File: src/hdl/assert_macros.svh
// Assertion macros shared by the allocator modules.
`ifndef ASSERT_MACROS_SVH
`define ASSERT_MACROS_SVH

`ifndef ASSERT_OFF

// Check a property on every rising edge outside reset.
`define SBA_ASSERT(name, clk, rst, prop) \
   name: assert property (@(posedge clk) disable iff (rst) (prop)) \
      else $error("allocator check failed");

// Check that a condition implies a consequence in the same cycle.
`define SBA_ASSERT_IMPL(name, clk, rst, cond, cons) \
   name: assert property (@(posedge clk) disable iff (rst) (cond) |-> (cons)) \
      else $error("allocator check failed");

`else

`define SBA_ASSERT(name, clk, rst, prop)
`define SBA_ASSERT_IMPL(name, clk, rst, cond, cons)

`endif

`endif

File: src/hdl/sba_pkg.sv
package sba_pkg;

   localparam int ADDR_W    = 24;
   localparam int SIZE_W    = 5;
   localparam int STAT_W    = 2;
   localparam int RESV_W    = 16;
   localparam int CSR_IDX_W = 2;

   localparam int DEF_SIZE_CLASSES      = 32;
   localparam int DEF_ENTRIES_PER_FRAME = 64;
   localparam int DEF_FRAMES            = 64;
   localparam int DEF_CLASS_DEPTH       = 1024;

   localparam logic [ADDR_W-1:0] RESET_PART_START = 24'd1;
   localparam logic [ADDR_W-1:0] RESET_PART_END   = 24'hFFFFFF;
   localparam logic [RESV_W-1:0] RESET_RESERVE    = 16'd64;

   localparam logic [STAT_W-1:0] STAT_OK       = 2'd0;
   localparam logic [STAT_W-1:0] STAT_OOM      = 2'd1;
   localparam logic [STAT_W-1:0] STAT_NO_FRAME = 2'd2;

   localparam logic [CSR_IDX_W-1:0] CSR_PART_START = 2'd0;
   localparam logic [CSR_IDX_W-1:0] CSR_PART_END   = 2'd1;
   localparam logic [CSR_IDX_W-1:0] CSR_RESERVE    = 2'd2;

   typedef enum logic [2:0] {
      ST_IDLE,
      ST_EVAL,
      ST_POP_RD,
      ST_POP_DATA,
      ST_SPLIT,
      ST_DONE
   } state_type;

   typedef struct packed {
      logic eval;
      logic free_push;
      logic take_rem;
      logic take_bump;
      logic oom;
      logic pop;
      logic pop_data;
      logic push_rem;
      logic emit;
   } cmd_type;

   typedef struct packed {
      logic is_free;
      logic rem_fit;
      logic bump_res_ok;
      logic class_found;
      logic bump_end_ok;
      logic split;
      logic rem_push;
      logic rsp_busy;
   } stat_type;

endpackage

File: src/hdl/sba_ctrl.sv
`include "assert_macros.svh"

module sba_ctrl import sba_pkg::*; (
   input  logic     clock,
   input  logic     reset,
   input  logic     req_valid,
   output logic     req_stall,
   input  stat_type stat,
   output cmd_type  cmd
);

   state_type state_ff, state_in;

   always_ff @(posedge clock) begin
      if (reset) begin
         state_ff <= ST_IDLE;
      end else begin
         state_ff <= state_in;
      end
   end

   always_comb begin
      state_in = state_ff;
      unique case (state_ff)
         ST_IDLE: begin
            if (req_valid) state_in = ST_EVAL;
         end
         ST_EVAL: begin
            if (stat.is_free || stat.rem_fit || stat.bump_res_ok || !stat.class_found) begin
               state_in = ST_DONE;
            end else begin
               state_in = ST_POP_RD;
            end
         end
         ST_POP_RD: state_in = ST_POP_DATA;
         ST_POP_DATA: begin
            if (stat.split && stat.rem_push) state_in = ST_SPLIT;
            else state_in = ST_DONE;
         end
         ST_SPLIT: state_in = ST_DONE;
         ST_DONE: begin
            if (!stat.rsp_busy) state_in = ST_IDLE;
         end
         default: state_in = ST_IDLE;
      endcase
   end

   always_comb begin
      cmd       = '0;
      req_stall = 1'b1;
      unique case (state_ff)
         ST_IDLE: req_stall = 1'b0;
         ST_EVAL: begin
            cmd.eval      = 1'b1;
            cmd.free_push = stat.is_free;
            cmd.take_rem  = !stat.is_free && stat.rem_fit;
            cmd.take_bump = !stat.is_free && !stat.rem_fit &&
                            (stat.bump_res_ok || (!stat.class_found && stat.bump_end_ok));
            cmd.oom       = !stat.is_free && !stat.rem_fit && !stat.bump_res_ok &&
                            !stat.class_found && !stat.bump_end_ok;
         end
         ST_POP_RD:   cmd.pop      = 1'b1;
         ST_POP_DATA: cmd.pop_data = 1'b1;
         ST_SPLIT:    cmd.push_rem = 1'b1;
         ST_DONE:     cmd.emit     = !stat.rsp_busy;
         default: ;
      endcase
   end

   `SBA_ASSERT_IMPL(a_accept_eval, clock, reset, req_valid && !req_stall, ##1 state_ff == ST_EVAL)
   `SBA_ASSERT_IMPL(a_pop_order, clock, reset, state_ff == ST_POP_DATA, $past(state_ff) == ST_POP_RD)
   `SBA_ASSERT_IMPL(a_emit_once, clock, reset, cmd.emit, ##1 state_ff == ST_IDLE)

endmodule

File: config.mk
export PLATFORM = sky130hd
export DESIGN_NAME = sba_ctrl
export DESIGN_NICKNAME = d
export VERILOG_FILES = /design/src/hdl/sba_pkg.sv /design/src/hdl/sba_ctrl.sv
export VERILOG_INCLUDE_DIRS = /design/src /design/src/hdl
export SDC_FILE = /design/constraint.sdc
export NUM_CORES = 1
export LEC_CHECK = 0
export ABC_CLOCK_PERIOD_IN_PS = 3070
export BUFFER_PORTS_ARGS = -buffer_cell sky130_fd_sc_hd__buf_4
export CAP_MARGIN = 20
export CELL_PAD_IN_SITES_DETAIL_PLACEMENT = 2
export CELL_PAD_IN_SITES_GLOBAL_PLACEMENT = 2
export CORE_UTILIZATION = 19
export CTS_CLUSTER_SIZE = 40
export DETAILED_ROUTE_END_ITERATION = 12
export GPL_ROUTABILITY_DRIVEN = 0
export PLACE_DENSITY_LB_ADDON = 0.3
export RECOVER_POWER = 100
export SLEW_MARGIN = 0
export SYNTH_ARGS = -nofsm -noshare
export SYNTH_HDL_FRONTEND = slang
export SYNTH_SLANG_ARGS = --single-unit
File: constraint.sdc
create_clock -name clock -period 3.07 [get_ports clock]
set_input_delay 0.614 -clock clock [delete_from_list [all_inputs] [get_ports clock]]
set_output_delay 0.614 -clock clock [all_outputs]
set_load 0.05 [all_outputs]
# --- Yosys cells after proc, flatten, opt, wreduce, memory -nomap -nowiden ---
# Index checks and enable logic that the tools add are counted.
# Widths: inputs -> output; s select.
totals:
  in_bits: 11
  latch_bits: 0
  n_memories: 0
  regBits: 3
  output_inout_bits: 10
  ramBits: 0
  mem_bits_ro: 0
  elab_cells: 39
classes:
  n_reduce_logical: 20
  n_mul: 0
  bitwise_logic: 0
  addsub: 0
  div_mod_pow: 0
  n_mux: 11
  shifts: 0
  order_cmp: 0
  n_eq_ne: 7
ops:
  columns: ["cell", "count"]
  rows:
  - ["$pmux 3 s6", 1]
  - ["$mux 3", 3]
  - ["$logic_and 1x1->1", 8]
  - ["$eq 3x2->1 const B", 2]
  - ["$eq 3x3->1 const B", 2]
  - ["$logic_not 1->1", 6]
  - ["$mux 1", 6]
  - ["$mux 5", 1]
  - ["$logic_or 1x1->1", 4]
  - ["$ne 2x2->1 const B", 2]
  - ["$eq 3x1->1 const B", 1]
  - ["$logic_not 3->1", 1]
  - ["$reduce_and 2->1", 1]

# --- Depth between registers and ports, before layout ---
# Gate-level depths: netlist of run 1.
depth:
  depth_word: 6
  depth_mapped: 4
  depth_no_buf: 3

# --- Least setup slack after synthesis of run 1 ---
# No wires, ideal clock.
synth_timing:
  path_kind: "register -> output"
  startpoint: "register state_ff[0]"
  endpoint: "output port cmd[4] (netlist name)"
  path_buffers: 0
  required_time_ns: 2.456
  path_stages_with_launch: 4
  path_slack_ns: -0.267
  t_arrival_ns: 2.723
  path_cell_list: "dfxtp_1 -> nor3b_2 -> nand2_1 -> nor4_1"
synth_lines:
  columns: ["item", "line_no", "source"]
  rows:
  - ["start, declared", "sba_ctrl.sv:12", "state_type state_ff, state_in;"]
  - ["start signal, assigned", "sba_ctrl.sv:18", "state_ff <= state_in;"]
  - ["end, declared", "sba_ctrl.sv:9", "output cmd_type cmd"]

==> impl_metrics.py, run 1 <==
metrics = {
    "run_status": {
        "status": "completed",
    },
    "yosys": {
        "synth-warning-count": 0,
        "synthXorXnorAreaFrac_pct": 0,
        "synth_top_area_cell": "sky130_fd_sc_hd__dfxtp_1",
        "post_synth_fa_ha_maj_area_fraction_pct": 0,
        "yosys_register_bits": 3,
        "postSynthCellCount": 36,
        "muxShareOfSynthArea_pct": 3.571,
        "main_combinational_cell_family_by_area_after_synthesis": "simple AND/OR/NAND/NOR gates",
        "yosys.area_share.simple_pct": 50.89,
        "synth_sequential_area_ratio_pct": 21.43,
        "share_of_the_synthesized_area_in_the_top_cell_type_pct": 21.43,
        "synth.area.top_cells": "sky130_fd_sc_hd__dfxtp_1, sky130_fd_sc_hd__or4b_1, sky130_fd_sc_hd__nor3b_1",
        "synth.lib_cells_used.distinct": 26,
        "synth_nets": 47,
        "avgSynthCellArea_sq_um": 7.785,
        "synthesis.area_sq_um": 280.3,
        "synth-compound-area-share_pct": 17.86,
    },
    "critical_path": {
        "worst_setup_path_end_kind": "output pin",
        "rr_worst_depth": 3,
        "worstReg2RegStart": "state_ff[0]",
        "slowest_delay_ns": 0.53,
        "critPathKind": "reg2out",
        "timing.critical_path.arrival_ns": 1.83,
        "worst_path_cell_chain": "nor3b_1 > nand2_1 > nor4_2 > buf_4",
        "critical_path_peak_fanout": 12,
        "timing.reg2reg.setup_slack_ns": 1.52,
        "critPathSlowestCell": "sky130_fd_sc_hd__nor3b_1",
        "setup.worst_path.start_class": "flop",
        "worst_r2r_endpoint": "state_ff[0]",
        "worst_ep_required_ns": 2.46,
    },
    "pwr": {
        "worst_ir_drop_vdd_mv": 0.2045,
        "power.switching_fraction_pct": 50.57,
        "leakage_uw": 0.0001857,
        "power-per-cell-area_nw_per_um2": 647.1,
        "pwr-share-comb_pct": 51.4,
        "intPower_uw": 140.9,
        "clock_power_share_pct": 24.5,
        "seq_pwr_share_pct": 24.1,
        "power_switching_uw": 144.1,
    },
    "global_route": {
        "grt_first_pass_wirelength_um": 1269,
        "globalRouteTotalUtil_pct": 13.12,
        "grt-ovfl-total": 0,
        "grt_start_max_net_pins": 13,
        "antenna_found_initial": 0,
        "grt_pass1_vias": 305,
    },
    "flow_run": {
        "timing.max_cap.violations": 0,
    },
    "route": {
        "detail_route.first_pass.iterations": 2,
        "wl_um": 912,
        "detail_route.wl_per_cell_um": 12.67,
        "detail_route.vias_per_cell": 4.917,
        "first_iter_violations": 1,
        "num_vias": 354,
        "drc": 0,
        "detail-route-antenna-nets": 0,
    },
    "finish": {
        "total_number_of_nets_in_the_final_design": 69,
        "antennaDiodeCount": 0,
        "drive_gt1_share_pct": 33.33,
        "final.fill_count": 169,
        "largest-register": "state_ff",
        "flow.area_growth_from_synthesis_pct": 57.14,
        "layout.cells.most_common_list": "sky130_fd_sc_hd__buf_4, sky130_fd_sc_hd__clkbuf_1, sky130_fd_sc_hd__clkbuf_4",
        "layout_commonest_cell": "sky130_fd_sc_hd__buf_4",
        "reg_top3": "state_ff (3)",
        "max_ffs_per_register": 3,
        "post_layout_nonfiller_instances": 72,
    },
    "clock_network": {
        "clock_latency_ns": 0.23,
        "cts_max_level": 1,
        "clk_path_buf_depth": 2,
        "cts_root_buffer": "sky130_fd_sc_hd__clkbuf_4",
        "numCtsBuffers": 3,
        "postCtsSetupRepairBufs": 0,
        "cts_tree": "yes",
        "clkSlewWorstSetupHoldPaths_ns": 0.04,
        "hold_buffers_post_cts": 0,
        "cts.repair.resized": 0,
        "number_of_clock_sinks": 3,
    },
    "worst_hold_path": {
        "worst_hold_path.num_cells": 2,
        "hold_start": "reset",
        "hold_end": "state_ff[1]",
        "worst_hold_path_class": "in2reg",
    },
    "die": {
        "floorplan.io_pins": 21,
        "number_of_standard_cell_rows_in_the_floorplan": 13,
        "die_y_um": 40.41,
        "core_region_area_sq_um": 1334,
        "design.die.area_sq_um": 1633,
        "initial_core_util_pct": 21.01,
        "fp.dieW_um": 40.41,
    },
    "sta": {
        "layout_min_cycle_time_ns": 2.445,
        "hold_slack_ns": 0.5735,
        "final_setup_skew_ns": 0.001965,
        "achievable-frequency_mhz": 409.0,
        "relSlewSlack_pct": 59.93,
        "final_hold_violation_count": 0,
        "finalSetupViolations": 0,
        "finalWorstSetupSlack_ns": 0.6252,
        "unrepaired_setup_endpoints_after_global_routing": "no",
        "final-max-slew-violation-count": 0,
        "period_share_pct": 79.64,
        "max_slew.worst_pin.slew_ns": 0.6036,
        "setup_total_neg_slack_ns": 0,
    },
    "placed_design": {
        "port_buffers": 20,
        "post-place-ws_ns": 1.057,
        "dpl.hpwl_um": 669.3,
        "dpl.cell_count": 68,
    },
}
==> logic make-up (layout without fill, tap and decap cells) <==
family,Yosys count,in the layout
buf+inv,4,25
simple gates,21,21
flops,3,3
mux,1,1
compound gates,7,7
==> critical path, delay by kind of cell, from the launching register on <==
family	cells	cell delay, ns
buffers and inverters	1	0.23
flip-flops	1	0.50
AND/OR/NAND/NOR	3	0.87
==> synthesized netlist by cell type, drive strengths merged <==
master	instances
o41ai	1
a41oi	1
nand4b	1
mux2i	1
nand2	2
or3	1
nor4	2
inv	1
nor3b	3
dfxtp	3
nand2b	1
o31ai	1
o21ai	1
a21oi	1
o21a	1
nor2b	2
nor2	3
clkbuf	1
or4b	2
a22oi	1
and2	1
buf	2
and3b	2
nand3	1
==> area by class of cell <==
cell class                 instances  area [sq um]  share of cell area, %
inverter                           1         3.754                 0.8523
timing repair buffer              20         127.6                  28.98
multi-input combinational         29         203.9                  46.31
tap                               15         18.77                  4.261
sequential                         3         60.06                  13.64
clock buffer                       4         26.28                  5.966
==> layer usage <==
layer	routed length (um)	vias up	share of wire, %	global-route usage (%)
met1	385	157	42	12.01
li1	-	179	-	-
met3	84	0	9.2	5.556
met2	442	18	48	20.24
met5	0	-	0	0
met4	0	0	0	15.00
==> worst max-delay path by stage <==
stage,startpoint,end,slack (ns)
after floorplan,state_ff[0],cmd[4],0.29
after global placement,stat[6],cmd[4],1.10
after detailed placement,state_ff[0],cmd[4],1.06
after CTS,state_ff[0],cmd[4],0.79
after global routing,state_ff[0],cmd[4],0.47
final,state_ff[0],cmd[4],0.63
==> power groups by stage <==
stage	sequential, uW	combinational, uW	clock (uW)
3_3_place_gp	68.4	161	0
6_report	68.7	146	69.9
2_1_floorplan	51.7	130	0
3_5_place_dp	69.4	161	0
4_1_cts	69.0	162	76.1
5_1_grt	71.2	156	77.6
==> metrics by stage <==
step           cell area, sq um  utilization [%]  power [uW]
2_1_floorplan             286.5                -       181.2
3_3_place_gp              441.7            33.11       229.1
3_5_place_dp              441.7            33.11       230.6
4_1_cts                   467.9            35.08       307.5
5_1_grt                   440.4            33.02       304.9
6_report                  440.4            33.02       285.0
Note: power is estimated with default switching activity, not from simulation.
==> run 2: changes to the inputs <==
ABC_AREA = 1   (was not set)
ABC_CLOCK_PERIOD_IN_PS = 2100   (was 3070)
CORE_ASPECT_RATIO = 1.5   (was not set)
CORE_UTILIZATION = 14   (was 19)
clock period = 2.1 ns   (was 3.07 ns; I/O delays follow)
==> impl_metrics.py, run 2 <==
metrics = {
    "die": {
        "floorplan.io_pins": 21,
        "die_y_um": 56.31,
        "number_of_standard_cell_rows_in_the_floorplan": 19,
        "core_region_area_sq_um": 1831,
        "fp.dieW_um": 38.21,
        "design.die.area_sq_um": 2151,
        "initial_core_util_pct": 15.04,
    },
    "clock_network": {
        "cts_max_level": 1,
        "cts_tree": "yes",
        "clk_path_buf_depth": 2,
        "clkSlewWorstSetupHoldPaths_ns": 0.04,
        "postCtsSetupRepairBufs": 0,
        "number_of_clock_sinks": 3,
        "hold_buffers_post_cts": 0,
        "cts_root_buffer": "sky130_fd_sc_hd__clkbuf_4",
        "cts.repair.resized": 0,
        "clock_latency_ns": 0.23,
        "numCtsBuffers": 3,
    },
    "placed_design": {
        "place_area_sq_um": 457.9,
        "port_buffers": 20,
        "dpl.hpwl_um": 824.2,
    },
    "finish": {
        "layout_commonest_cell": "sky130_fd_sc_hd__nand2_1",
        "antennaDiodeCount": 0,
        "largest-register": "state_ff",
        "total_number_of_nets_in_the_final_design": 86,
        "max_ffs_per_register": 3,
        "final.fill_count": 247,
        "reg_top3": "state_ff (3)",
        "layout.cells.most_common_list": "sky130_fd_sc_hd__nand2_1, sky130_fd_sc_hd__inv_1, sky130_fd_sc_hd__buf_4, sky130_fd_sc_hd__nor2_1",
        "flow.area_growth_from_synthesis_pct": 65.00,
        "drive_gt1_share_pct": 32.43,
        "final_cell_area_sq_um": 454.2,
    },
    "yosys": {
        "synth-warning-count": 0,
        "synth_sequential_area_ratio_pct": 21.82,
        "postSynthCellCount": 50,
        "synth.cells.most_frequent": "sky130_fd_sc_hd__nand2_1, sky130_fd_sc_hd__inv_1, sky130_fd_sc_hd__nor2_1",
        "synth.area.top_cells": "sky130_fd_sc_hd__dfxtp_1, sky130_fd_sc_hd__nand2_1, sky130_fd_sc_hd__inv_1",
        "ys_dominant_reg_cell": "sky130_fd_sc_hd__dfxtp_1",
        "avgSynthCellArea_sq_um": 5.505,
        "synth_nets": 61,
        "synth_enable_flop_cells": 0,
        "synth_top_area_cell": "sky130_fd_sc_hd__dfxtp_1",
        "share_of_the_synthesized_area_in_the_top_cell_type_pct": 21.82,
        "synth_most_common_cell": "sky130_fd_sc_hd__nand2_1",
        "synth.lib_cells_used.distinct": 14,
        "yosys_register_bits": 3,
        "proportion_of_register_bits_with_asynchronous_set_or_reset_after_synthesis_pct": 0,
        "synthesis.area_sq_um": 275.3,
    },
    "critical_path": {
        "critical_path_peak_fanout": 7,
        "critPathSlowestCell": "sky130_fd_sc_hd__dfxtp_1",
        "worst_setup_path_end_kind": "output pin",
        "critPathKind": "reg2out",
        "worst_ep_required_ns": 1.68,
        "slowest_delay_ns": 0.44,
        "setup.worst_path.start_class": "flop",
        "path_buf_inv": 2,
        "worst_path_cell_chain": "nand2_1 > nor2_4 > inv_2 > nor4_2 > clkbuf_2",
        "cp_top_delay_family": "flip-flops",
        "timing.critical_path.arrival_ns": 1.46,
    },
    "route": {
        "wl_um": 987,
        "detail_route.first_pass.iterations": 3,
        "first_iter_violations": 8,
        "num_vias": 402,
        "detail_route.vias_per_cell": 4.232,
        "detail_route.wl_per_cell_um": 10.39,
        "drc": 0,
        "detail-route-antenna-nets": 0,
    },
    "sta": {
        "layout_min_cycle_time_ns": 1.877,
        "achievable-frequency_mhz": 532.7,
        "setup_total_neg_slack_ns": 0,
        "final_hold_violation_count": 0,
        "max_slew.worst_pin.slew_ns": 0.6054,
        "relSlewSlack_pct": 59.81,
        "period_share_pct": 89.39,
        "unrepaired_setup_endpoints_after_global_routing": "no",
        "finalSetupViolations": 0,
        "final_setup_skew_ns": 0.0009386,
        "final-max-slew-violation-count": 0,
    },
    "global_route": {
        "globalRouteTotalUtil_pct": 10.71,
        "grt_first_pass_wirelength_um": 1607,
        "grt_start_max_net_pins": 8,
        "antenna_found_initial": 0,
        "grt-ovfl-total": 0,
        "grt_pass1_vias": 427,
    },
    "pwr": {
        "leakage_uw": 0.0002587,
        "power-per-cell-area_nw_per_um2": 814.9,
        "worst_ir_drop_vdd_mv": 0.3373,
    },
    "run_status": {
        "status": "completed",
    },
    "flow_run": {
        "timing.max_cap.violations": 0,
    },
    "worst_hold_path": {
        "worst_hold_path_class": "in2reg",
    },
}
run 2: power breakdown:
group	internal, uW	switching [uW]	leakage (uW)
logic	48.2	141	0.000219
registers	65.9	13.8	0.0000247
clock network	71.2	30.3	0.0000150
run 2: final cells by class:
class | instances | area (sq um) | share of cell area (%)
clock buffer | 4 | 26.28 | 5.785
multi-input combinational | 34 | 170.2 | 37.47
inverter | 13 | 48.80 | 10.74
timing repair buffer | 20 | 122.6 | 27.00
tap | 21 | 26.28 | 5.785
sequential | 3 | 60.06 | 13.22
run 2: worst register-to-register path: stages, from the launching register on:
cell and delay, ns:
sky130_fd_sc_hd__dfxtp_1 0.44, sky130_fd_sc_hd__nand2_1 0.15, sky130_fd_sc_hd__nor2_4 0.12, sky130_fd_sc_hd__nand2_1 0.09
sky130_fd_sc_hd__nand2_1 0.06, sky130_fd_sc_hd__nand2_1 0.06, sky130_fd_sc_hd__a21oi_2 0.10
run 2: metrics by stage:
step / utilization, % / power (uW) / setup slack, ns / hold slack, ns / cells
after floorplan: - / 220.6 / -0.09588 / 0.4824 / 50
after global placement: 25.02 / 287.1 / 0.5030 / 0.5942 / 91
after detailed placement: 25.02 / 290.7 / 0.4778 / 0.5973 / 91
after CTS: 26.45 / 397.6 / 0.2914 / 0.3515 / 95
after global routing: 24.81 / 401.6 / 0.1163 / 0.3527 / 95
final: 24.81 / 370.1 / 0.2229 / 0.3572 / 95
run 2: worst paths after layout:
kind                                  start           to  slack [ns]  depth (start not counted)
worst min register to register  state_ff[2]  state_ff[0]        0.65                          2
worst min-delay path                  reset  state_ff[0]        0.36                          2
worst max-delay path            state_ff[0]       cmd[5]        0.22                          5
worst max register to register  state_ff[0]  state_ff[0]        1.01                          6
run 2: logic make-up after synthesis:
| group | after synthesis | share of synthesized area [%] |
|---|---|---|
| AND/OR/NAND/NOR | 32 | 55.46 |
| flip-flops | 3 | 21.82 |
| AO/OA/AOI/OAI | 2 | 4.999 |
| buffers and inverters | 13 | 17.72 |
run 2: layer usage:
layer	routed length (um)	GRT usage, %	vias up
met3	46	2.767	2
met4	20	7.653	0
met2	576	20.10	15
li1	-	-	199
met1	344	8.416	186
met5	0	0	-
==> run 3: changes to the inputs <==
BUFFER_PORTS_ARGS = -buffer_cell sky130_fd_sc_hd__buf_2   (was -buffer_cell sky130_fd_sc_hd__buf_4)
==> impl_metrics.py, run 3 (synthesized netlist as in run 2, its figures left out) <==
metrics = {
    "run_status": {
        "status": "completed",
    },
    "pwr": {
        "power-per-cell-area_nw_per_um2": 854.9,
        "leakage_uw": 0.0002537,
        "report.power.total_uw": 362.6,
        "worst_ir_drop_vdd_mv": 0.2765,
    },
    "die": {
        "initial_core_util_pct": 15.04,
        "die_y_um": 56.31,
        "floorplan.io_pins": 21,
        "fp.dieW_um": 38.21,
        "core_region_area_sq_um": 1831,
        "number_of_standard_cell_rows_in_the_floorplan": 19,
        "design.die.area_sq_um": 2151,
    },
    "critical_path": {
        "worst_setup_path_end_kind": "output pin",
        "timing.critical_path.arrival_ns": 1.46,
        "critical_path_peak_fanout": 7,
        "critPathKind": "reg2out",
        "worstReg2RegStart": "state_ff[0]",
        "worst_path_cell_chain": "nand2_1 > nor2_4 > inv_2 > nor4_2 > buf_2",
        "critPathSlowestCell": "sky130_fd_sc_hd__dfxtp_1",
        "setup.worst_path.start_class": "flop",
        "path_buf_inv": 2,
        "worst_r2r_endpoint": "state_ff[0]",
        "cp_top_delay_family": "flip-flops",
        "rr_worst_depth": 6,
        "slowest_delay_ns": 0.44,
        "timing.reg2reg.setup_slack_ns": 1.01,
        "worst_ep_required_ns": 1.68,
    },
    "finish": {
        "total_number_of_nets_in_the_final_design": 86,
        "antennaDiodeCount": 0,
        "final_cell_area_sq_um": 424.2,
        "largest-register": "state_ff",
        "reg_top3": "state_ff (3)",
        "layout.cells.most_common_list": "sky130_fd_sc_hd__nand2_1, sky130_fd_sc_hd__inv_1, sky130_fd_sc_hd__buf_2, sky130_fd_sc_hd__nor2_1, sky130_fd_sc_hd__clkbuf_2",
        "drive_gt1_share_pct": 32.43,
        "layout_commonest_cell": "sky130_fd_sc_hd__nand2_1",
        "max_ffs_per_register": 3,
        "final.fill_count": 245,
        "post_layout_nonfiller_instances": 95,
        "flow.area_growth_from_synthesis_pct": 54.09,
    },
    "sta": {
        "layout_min_cycle_time_ns": 1.877,
        "period_share_pct": 89.38,
        "achievable-frequency_mhz": 532.8,
        "unrepaired_setup_endpoints_after_global_routing": "no",
        "final_hold_violation_count": 0,
        "hold_slack_ns": 0.3712,
        "final_setup_skew_ns": 0.001458,
        "finalWorstSetupSlack_ns": 0.2230,
        "max_slew.worst_pin.slew_ns": 0.5952,
        "finalSetupViolations": 0,
        "relSlewSlack_pct": 60.49,
        "final-max-slew-violation-count": 0,
    },
    "global_route": {
        "antenna_found_initial": 0,
        "grt-ovfl-total": 0,
        "grt_start_max_net_pins": 8,
        "grt_pass1_vias": 435,
        "globalRouteTotalUtil_pct": 10.40,
        "grt_first_pass_wirelength_um": 1621,
    },
    "route": {
        "num_vias": 410,
        "wl_um": 971,
        "detail_route.wl_per_cell_um": 10.22,
        "detail_route.vias_per_cell": 4.316,
        "detail_route.first_pass.iterations": 2,
        "first_iter_violations": 2,
        "drc": 0,
        "detail-route-antenna-nets": 0,
    },
    "clock_network": {
        "cts_tree": "yes",
        "number_of_clock_sinks": 3,
        "clock_latency_ns": 0.23,
        "cts_root_buffer": "sky130_fd_sc_hd__clkbuf_4",
        "cts.repair.resized": 0,
        "cts_max_level": 1,
        "numCtsBuffers": 3,
        "clkSlewWorstSetupHoldPaths_ns": 0.04,
        "postCtsSetupRepairBufs": 0,
        "clk_path_buf_depth": 2,
        "hold_buffers_post_cts": 0,
    },
    "worst_hold_path": {
        "worst_hold_path.num_cells": 2,
        "hold_end": "state_ff[1]",
        "hold_start": "reset",
        "worst_hold_path_class": "in2reg",
    },
    "placed_design": {
        "port_buffers": 20,
        "dpl.hpwl_um": 864.8,
        "place_area_sq_um": 407.9,
        "post-place-ws_ns": 0.3541,
        "dpl.cell_count": 91,
    },
    "flow_run": {
        "timing.max_cap.violations": 0,
    },
}
==> run 3: how the worst max path moves through the flow <==
stage,from,endpoint,slack (ns),cells after the start
finish,state_ff[0],cmd[4],0.22,5
global route,state_ff[0],cmd[4],0.05,5
CTS,state_ff[0],cmd[4],0.21,5
detailed placement,stat[6],cmd[4],0.35,5
global placement,stat[6],cmd[4],0.46,5
floorplan,state_ff[0],cmd[4],-0.1,4
==> run 3: per-layer routing <==
layer	share of wire, %	wire, um	vias to the layer above	GRT usage [%]
met5	0	0	-	0
met4	0.93	9	0	6.122
met3	4.3	42	2	0.3953
met2	64	625	15	21.31
met1	30	293	193	8.416
li1	-	-	200	-
==> run 3: stage by stage <==
stage               TNS [ns]  utilization, %
finish                     0           23.17
global route               0           23.17
CTS                        0           23.72
detailed placement         0           22.28
global placement           0           22.28
floorplan            -0.1918               -
==> run 3: layout make-up <==
| type | count | area (sq um) | area share, % |
|---|---|---|---|
| flip-flops and latches | 3 | 60.06 | 14.16 |
| repair buffers | 20 | 96.34 | 22.71 |
| multi-input cells | 34 | 166.4 | 39.23 |
| clock buffers | 4 | 26.28 | 6.195 |
| inverters | 13 | 48.80 | 11.50 |
| well taps | 21 | 26.28 | 6.195 |
==> run 3: power by group <==
group	internal (uW)	total (uW)	switching, uW
Clock	71.3	102	30.8
Sequential	65.8	79.6	13.7
Combinational	43.2	181	138
